==> config.mk <==
export PLATFORM = sky130hd
export DESIGN_NAME = tcw_ctrl
export DESIGN_NICKNAME = d
export VERILOG_FILES = /design/src/rtl/core/tcw_pkg.sv /design/src/rtl/core/tcw_ctrl.sv
export SDC_FILE = /design/constraint.sdc
export NUM_CORES = 1
export LEC_CHECK = 0
export BUFFER_PORTS_ARGS = -buffer_cell sky130_fd_sc_hd__buf_2
export CAP_MARGIN = 20
export CORE_MARGIN = 5
export CORE_UTILIZATION = 35
export CTS_BUF_LIST = sky130_fd_sc_hd__clkbuf_8 sky130_fd_sc_hd__clkbuf_16
export CTS_CLUSTER_SIZE = 24
export DETAILED_ROUTE_END_ITERATION = 10
export PLACE_DENSITY = 0.65
export SETUP_SLACK_MARGIN = 0.02
export SLEW_MARGIN = 10
export SYNTH_ARGS = -nofsm -noshare
export SYNTH_HDL_FRONTEND = slang
export SYNTH_SLANG_ARGS = --single-unit
export TNS_END_PERCENT = 50
==> constraint.sdc <==
create_clock -name clk -period 1.2 [get_ports clk]
set_input_delay 0.06 -clock clk [delete_from_list [all_inputs] [get_ports clk]]
set_output_delay 0.06 -clock clk [all_outputs]
set_load 0.1 [all_outputs]
==> src/rtl/core/tcw_pkg.sv <==
// ----------------------------------------------------------------------------
// tcw_pkg
// Shared types and constants of the text console writer.
// ----------------------------------------------------------------------------
`timescale 1ns / 1ps

package tcw_pkg;

	localparam logic [7:0] SPACE_CHAR   = 8'd32;
	localparam logic [7:0] NEWLINE_CHAR = 8'd10;
	localparam logic [7:0] ZERO_BYTE    = 8'd0;

	typedef enum logic [2:0] {
		OP_PRINT       = 3'd0,
		OP_PRINT_COLOR = 3'd1,
		OP_CLEAR       = 3'd2,
		OP_FILL        = 3'd3,
		OP_READ        = 3'd4
	} op_t;

	typedef enum logic [3:0] {
		ST_INIT,
		ST_IDLE,
		ST_SCROLL,
		ST_BLANK,
		ST_PRINT,
		ST_CLEAR,
		ST_FILL,
		ST_READ,
		ST_RESULT
	} state_t;

	typedef struct packed {
		logic in_ready;
		logic accept;
		logic cnt_inc;
		logic init_wr;
		logic copy_rd;
		logic blank_wr;
		logic cursor_scroll;
		logic print_step;
		logic clear_wr;
		logic cursor_home;
		logic fill_wr;
		logic read_rd;
		logic out_load;
	} cmd_t;

	typedef struct packed {
		op_t  in_op;
		logic cursor_end;
		logic cnt_scroll_last;
		logic cnt_last;
		logic out_free;
	} status_t;

endpackage

==> src/rtl/core/tcw_ctrl.sv <==
// ----------------------------------------------------------------------------
// tcw_ctrl
// Sequencer for the console: reset sweep, scroll, clear, fill, print, read.
// ----------------------------------------------------------------------------
`timescale 1ns / 1ps

module tcw_ctrl
	import tcw_pkg::*;
(
	input  logic    clk,
	input  logic    arst_n,
	input  logic    in_valid,
	input  status_t status,
	output cmd_t    cmd
);

	state_t state_q, state_d;

	always_ff @(posedge clk or negedge arst_n) begin
		if (!arst_n) begin
			state_q <= ST_INIT;
		end else begin
			state_q <= state_d;
		end
	end

	always_comb begin
		state_d = state_q;
		cmd     = '0;
		unique case (state_q)
			ST_INIT: begin
				cmd.init_wr = 1'b1;
				cmd.cnt_inc = 1'b1;
				if (status.cnt_last) state_d = ST_IDLE;
			end
			ST_IDLE: begin
				cmd.in_ready = 1'b1;
				if (in_valid) begin
					cmd.accept = 1'b1;
					unique case (status.in_op)
						OP_PRINT, OP_PRINT_COLOR: begin
							state_d = status.cursor_end ? ST_SCROLL : ST_PRINT;
						end
						OP_CLEAR: state_d = ST_CLEAR;
						OP_FILL:  state_d = ST_FILL;
						OP_READ:  state_d = ST_READ;
						default:  state_d = ST_RESULT;
					endcase
				end
			end
			ST_SCROLL: begin
				// the last count issues no read; it drains the pending copy write
				if (status.cnt_scroll_last) begin
					state_d = ST_BLANK;
				end else begin
					cmd.copy_rd = 1'b1;
					cmd.cnt_inc = 1'b1;
				end
			end
			ST_BLANK: begin
				cmd.blank_wr = 1'b1;
				cmd.cnt_inc  = 1'b1;
				if (status.cnt_last) begin
					cmd.cursor_scroll = 1'b1;
					state_d           = ST_PRINT;
				end
			end
			ST_PRINT: begin
				cmd.print_step = 1'b1;
				state_d        = ST_RESULT;
			end
			ST_CLEAR: begin
				cmd.clear_wr = 1'b1;
				cmd.cnt_inc  = 1'b1;
				if (status.cnt_last) begin
					cmd.cursor_home = 1'b1;
					state_d         = ST_RESULT;
				end
			end
			ST_FILL: begin
				cmd.fill_wr = 1'b1;
				cmd.cnt_inc = 1'b1;
				if (status.cnt_last) state_d = ST_RESULT;
			end
			ST_READ: begin
				cmd.read_rd = 1'b1;
				state_d     = ST_RESULT;
			end
			ST_RESULT: begin
				if (status.out_free) begin
					cmd.out_load = 1'b1;
					state_d      = ST_IDLE;
				end
			end
			default: state_d = ST_INIT;
		endcase
	end

endmodule

==> run_results.csv, run 1 <==
group,metric,value,unit
final_layout,multiInputGateArea,475,um2
placed_design,pre_cts_slack,-0.118,ns
logic_synthesis,synth_nets,78,
global_route,grt-ovfl-total,0,
final_layout,fillerInstances,76,
logic_synthesis,synth_top_area_share,20.2,%
floorplanning,fp.dieH,47.6,um
clock_tree,clock-sinks,4,
timing,fin_crit_sh,131,%
critical_path,cp-end-kind,"output port",
timing,fmax,0.636,GHz
detailed_routing,firstDrtPassIters,4,
logic_synthesis,synth_flop_cell,"dfrtp_1",
final_layout,nNetsFinal,121,
global_route,grt_antenna_before_repair,0,
critical_path,cp-start-kind,"flop",
final_layout,seq_area,103,um2
critical_path,worstPathMaxFanout,5,
detailed_routing,routed_wl,1750,um
floorplanning,die_x,47.6,um
timing,tightest_slew,0.334,ns
floorplanning,initial_core_util,37.6,%
timing,worst_slack,-0.373,ns
logic_synthesis,yosysWarnings,0,
clock_tree,worstSkewPairLatency,0.21,ns
clock_tree,cts_max_path_buffers,2,
timing,slew_headroom,77.6,%
critical_path,r2r_setup_slack,-0.12,ns
placed_design,dpl_cell_area,977,um2
logic_synthesis,ys_seq_area_share,20.2,%
clock_tree,cts.clk_slew.worst_paths,0.03,ns
status,violations,"negative setup slack",
logic_synthesis,synth_seq_cells,4,
final_layout,area_growth,128,%
global_route,grt_max_degree,13,
global_route,grt_pass1_wl,2620,um
placed_design,gp_congestion,0.848,
floorplanning,coreArea,1320,um2
timing,fin_tns_setup,-3.22,ns
timing,setup_viol,16,
detailed_routing,num_vias,668,
status,status,"complete, but fails checks",
global_route,grt_usage,16.2,%
logic_synthesis,ys_top_cells_by_area,"dfrtp_1 (20%), nor2_1 (7.6%), a21oi_1 (6.1%)",
timing,fin_skew,0.00106,ns
clock_tree,cts_tree,"built",
detailed_routing,drt_iter0_drc,12,
placed_design,port_buffers,22,
logic_synthesis,synth_edf_count,0,
final_layout,n_antenna_cell,0,
final_layout,regMostFlops,"state_q",
critical_path,cp.arrival,1.51,ns
final_layout,reg_top3,"state_q: 4 flops",
final_layout,largest_reg_flops,4,
timing,rsz0062_at_grt,"true",
critical_path,worst-endpoint-required,1.14,ns
final_layout,layout-drive-gt1-share,65.1,%
placed_design,dp_hpwl,1290,um
floorplanning,die-area,2270,um2
detailed_routing,drtAntennaViolNets,0,
timing,finalCriticalPeriod,1.57,ns
clock_tree,clockRootBuffer,"clkbuf_8",
logic_synthesis,synth-async-reset-ratio,100,%
clock_tree,htreeDepth,1,
worst_hold_path,hp-class,"in -> reg",
critical_path,path_class,"reg -> out",
floorplanning,ios,23,
logic_synthesis,avgSynthCellArea,7.29,um2
timing,final-max-slew-violation-count,0,
detailed_routing,viasPerCell,5.39,
final_layout,final_area,1130,um2
clock_tree,numCtsBuffers,3,
timing,fin_hold_ws,0.0821,ns
logic_synthesis,synth_cells,68,
critical_path,crit_slowest_cell,"dfrtp_2",
logic_synthesis,synth_area,495,um2
global_route,grt_pass1_vias,629,
logic_synthesis,synth.largest_area_cell,"dfrtp_1",
flow_run,cap_viol_max_count,0,
timing,hold_viol_final,0,
detailed_routing,drc,0,
floorplanning,rows,13,
detailed_routing,wl_per_cell,14.1,um
critical_path,cp_cell_sequence,"xnor2_1 > nor2b_1 > a21oi_1 > nor2_2 > buf_12",
logic_synthesis,ys_types,33,
critical_path,critical_path.max_stage_delay,0.43,ns
## metal layers
layer	wire, um	vias to the layer above	global-route usage (%)
li1	-	322	-
met3	108	4	4.14
met1	688	313	18.2
met4	31	0	9.14
met2	919	29	27.5
met5	0	-	0
## area by class of cell
class / instances / area share [%]
timing repair buffer: 43 / 42.9
inverter: 2 / 0.664
tap: 15 / 1.66
sequential: 4 / 9.08
multi-input combinational: 57 / 42.1
clock buffer: 3 / 3.65
## timing repair
item                                    CTS  global route
hold buffers                              1             0
endpoints found under the setup margin   16            17
endpoints found under the hold margin     4             0
pin swaps                                 1             2
buffers inserted                          1             5
gates resized for setup                   7             8
## logic make-up after synthesis
family / count (synthesis) / share of synthesized area (%)
simple gates: 35 / 39.9
xor+xnor: 3 / 5.30
compound gates: 16 / 20.7
flops: 4 / 20.2
buf+inv: 7 / 7.57
fa+ha+maj: 1 / 2.02
mux: 2 / 4.29
## Yosys cell counts (3+ instances only)
library cell / number
nand2b_1: 3
a21oi_1: 6
xnor2_1: 3
nor2_1: 10
nor3_1: 5
buf_2: 3
dfrtp_1: 4
o21ai_0: 3
nand2_1: 3
## cell usage in the layout, fill, tap and decap left out, types with 2 or more instances in the layout
cell type / count
nor3_1: 2
dfrtp_1: 2
nor2_1: 4
buf_4: 15
buf_2: 9
buf_12: 13
clkbuf_8: 3
dfrtp_2: 2
o21ai_0: 2
nor2_4: 5
nand2b_1: 2
nor2_2: 2
xnor2_1: 3
a21oi_1: 6
nor3_4: 3
nand3b_1: 2
and2_4: 2
o21ai_1: 2
nand2_2: 2
buf_6: 5
## final timing paths
check | startpoint | end | cells past startpoint
setup / recovery | state_q[2]$_DFFE_PN0P_ | cmd[10] | 5
hold / removal | status[0] | state_q[3]$_DFFE_PN0P_ | 2
setup reg to reg | state_q[0]$_DFFE_PN0P_ | state_q[3]$_DFFE_PN0P_ | 6
hold reg to reg | state_q[0]$_DFFE_PN0P_ | state_q[3]$_DFFE_PN0P_ | 2
max in group asynchronous | arst_n | state_q[2]$_DFFE_PN0P_ | 2
min in group asynchronous | arst_n | state_q[0]$_DFFE_PN0P_ | 2
## worst max-delay path, delay by kind of cell (launching register included)
| kind | cells | cell delay, ns |
|---|---|---|
| AO/OA/AOI/OAI | 1 | 0.22 |
| XOR/XNOR | 1 | 0.31 |
| buffers and inverters | 1 | 0.17 |
| flip-flops | 1 | 0.43 |
| AND/OR/NAND/NOR | 2 | 0.17 |
## through the flow
step,utilization [%],cells
floorplan,-,68
CTS,80.5,119
finish,85.8,124
global route,85.8,124
global placement,74.2,114
detailed placement,74.2,114
Power of run 1 is left out: the tool's default activity adds up to more than one toggle a clock period on the data nets, which glitch-free logic cannot reach.
==> run 2, diff against run 1 <==
- CORE_MARGIN: 5 -> unset
- CTS_BUF_LIST: sky130_fd_sc_hd__clkbuf_8 sky130_fd_sc_hd__clkbuf_16 -> sky130_fd_sc_hd__clkbuf_16
==> run_results.csv, run 2 (same netlist as run 1, synthesis figures left out) <==
group,metric,value,unit
floorplanning,fp.dieH,39.6,um
timing,fmax,0.646,GHz
critical_path,r2r_setup_slack,-0.20,ns
floorplanning,rows,13,
final_layout,n_antenna_cell,0,
placed_design,pre_cts_slack,-0.116,ns
critical_path,critPathLaunch,"state_q[1]$_DFFE_PN0P_",
clock_tree,cts_max_path_buffers,2,
timing,rsz0062_at_grt,"true",
placed_design,port_buffers,22,
timing,finalCriticalPeriod,1.55,ns
global_route,grt-ovfl-total,0,
final_layout,final_cell_mix,"buf_4 (15), buf_12 (13), buf_2 (9)",
critical_path,reg2reg_depth,6,
global_route,grt_max_degree,13,
status,violations,"negative setup slack",
timing,setup_viol,16,
worst_hold_path,hold_start,"status[0]",
clock_tree,cts_tree,"built",
floorplanning,ios,23,
critical_path,r2r-end,"state_q[3]$_DFFE_PN0P_",
clock_tree,worstSkewPairLatency,0.22,ns
global_route,grt_antenna_before_repair,0,
critical_path,cp.arrival,1.49,ns
clock_tree,clockRootBuffer,"clkbuf_16",
timing,hold_viol_final,0,
final_layout,reg_top3,"state_q: 4 flops",
worst_hold_path,hp-class,"in -> reg",
final_layout,layout-drive-gt1-share,67.9,%
global_route,grt_usage,26.7,%
timing,fin_crit_sh,129,%
timing,fin_skew,0.00112,ns
flow_run,cap_viol_max_count,0,
placed_design,dp_hpwl,1250,um
timing,tightest_slew,0.258,ns
clock_tree,htreeDepth,1,
clock_tree,numCtsBuffers,3,
detailed_routing,drt_iter0_drc,14,
critical_path,cp-end-kind,"output port",
critical_path,cp-endpoint,"cmd[0]",
detailed_routing,wl_per_cell,15.0,um
timing,final-max-slew-violation-count,0,
detailed_routing,firstDrtPassIters,4,
final_layout,final_core_utilization,86.7,%
placed_design,gp_congestion,0.794,
worst_hold_path,min_path_cells,2,
critical_path,r2r-start,"state_q[1]$_DFFE_PN0P_",
detailed_routing,drc,0,
final_layout,area_growth,128,%
detailed_routing,num_vias,670,
critical_path,worstPathMaxFanout,4,
final_layout,nNetsFinal,118,
floorplanning,die_x,39.6,um
detailed_routing,viasPerCell,5.54,
floorplanning,die-area,1570,um2
floorplanning,coreArea,1300,um2
final_layout,regMostFlops,"state_q",
floorplanning,initial_core_util,38.1,%
final_layout,final_common_cell,"buf_4",
final_layout,fillerInstances,70,
clock_tree,cts.clk_slew.worst_paths,0.03,ns
global_route,grt_pass1_wl,2730,um
critical_path,path_class,"reg -> out",
status,status,"complete, but fails checks",
global_route,grt_pass1_vias,636,
clock_tree,clock-sinks,4,
timing,slew_headroom,82.7,%
detailed_routing,drtAntennaViolNets,0,
detailed_routing,routed_wl,1810,um
critical_path,cp-start-kind,"flop",
timing,worst_slack,-0.349,ns
critical_path,worst-endpoint-required,1.14,ns
final_layout,largest_reg_flops,4,
run 2: cell type report:
| class | instances | area (um2) | share of cell area [%] |
|---|---|---|---|
| inverters | 2 | 7.51 | 0.665 |
| clock buffers | 3 | 75.1 | 6.65 |
| well taps | 15 | 18.8 | 1.66 |
| repair buffers | 40 | 450 | 39.9 |
| flip-flops and latches | 4 | 104 | 9.20 |
| multi-input cells | 57 | 473 | 41.9 |
run 2: what timing repair did:
action,CTS,global route
hold buffers,1,0
setup buffers,2,0
pin swaps,5,0
gates resized for setup,12,1
endpoints found under the setup margin,17,17
gates cloned,0,0
hold endpoints to repair,4,0
run 2: worst max-delay path, cell delays in order, from the launching register on:
cell	delay, ns
dfrtp_2	0.43
or4b_4	0.54
nor2_4	0.12
buf_12	0.18
run 2: worst min-delay path by stage:
stage / end
6_report: state_q[3]$_DFFE_PN0P_
5_1_grt: state_q[3]$_DFFE_PN0P_
4_1_cts: state_q[3]$_DFFE_PN0P_
3_5_place_dp: state_q[0]$_DFFE_PN0P_
3_3_place_gp: state_q[1]$_DFFE_PN0P_
2_1_floorplan: state_q[0]$_DFFE_PN0P_
run 2: routing by layer:
layer	up-vias	part of all wire, %	GRT usage, %
li1	315	-	-
met1	325	37	27.7
met2	24	57	51.2
met3	6	3.2	2.84
met4	0	2.9	13.8
met5	-	0	0
run 2: per-stage QoR:
stage / hold WS (ns) / TNS (ns) / std cells / cell area [um2]
floorplan: -0.236 / -5.06 / 68 / 593
global route: 0.0827 / -4.49 / 121 / 1130
CTS: 0.0735 / -3.77 / 121 / 1130
detailed placement: -0.134 / -0.710 / 115 / 985
finish: 0.0733 / -3.69 / 121 / 1130
global placement: -0.136 / -0.411 / 115 / 985
Power of run 2 is left out for the same reason.
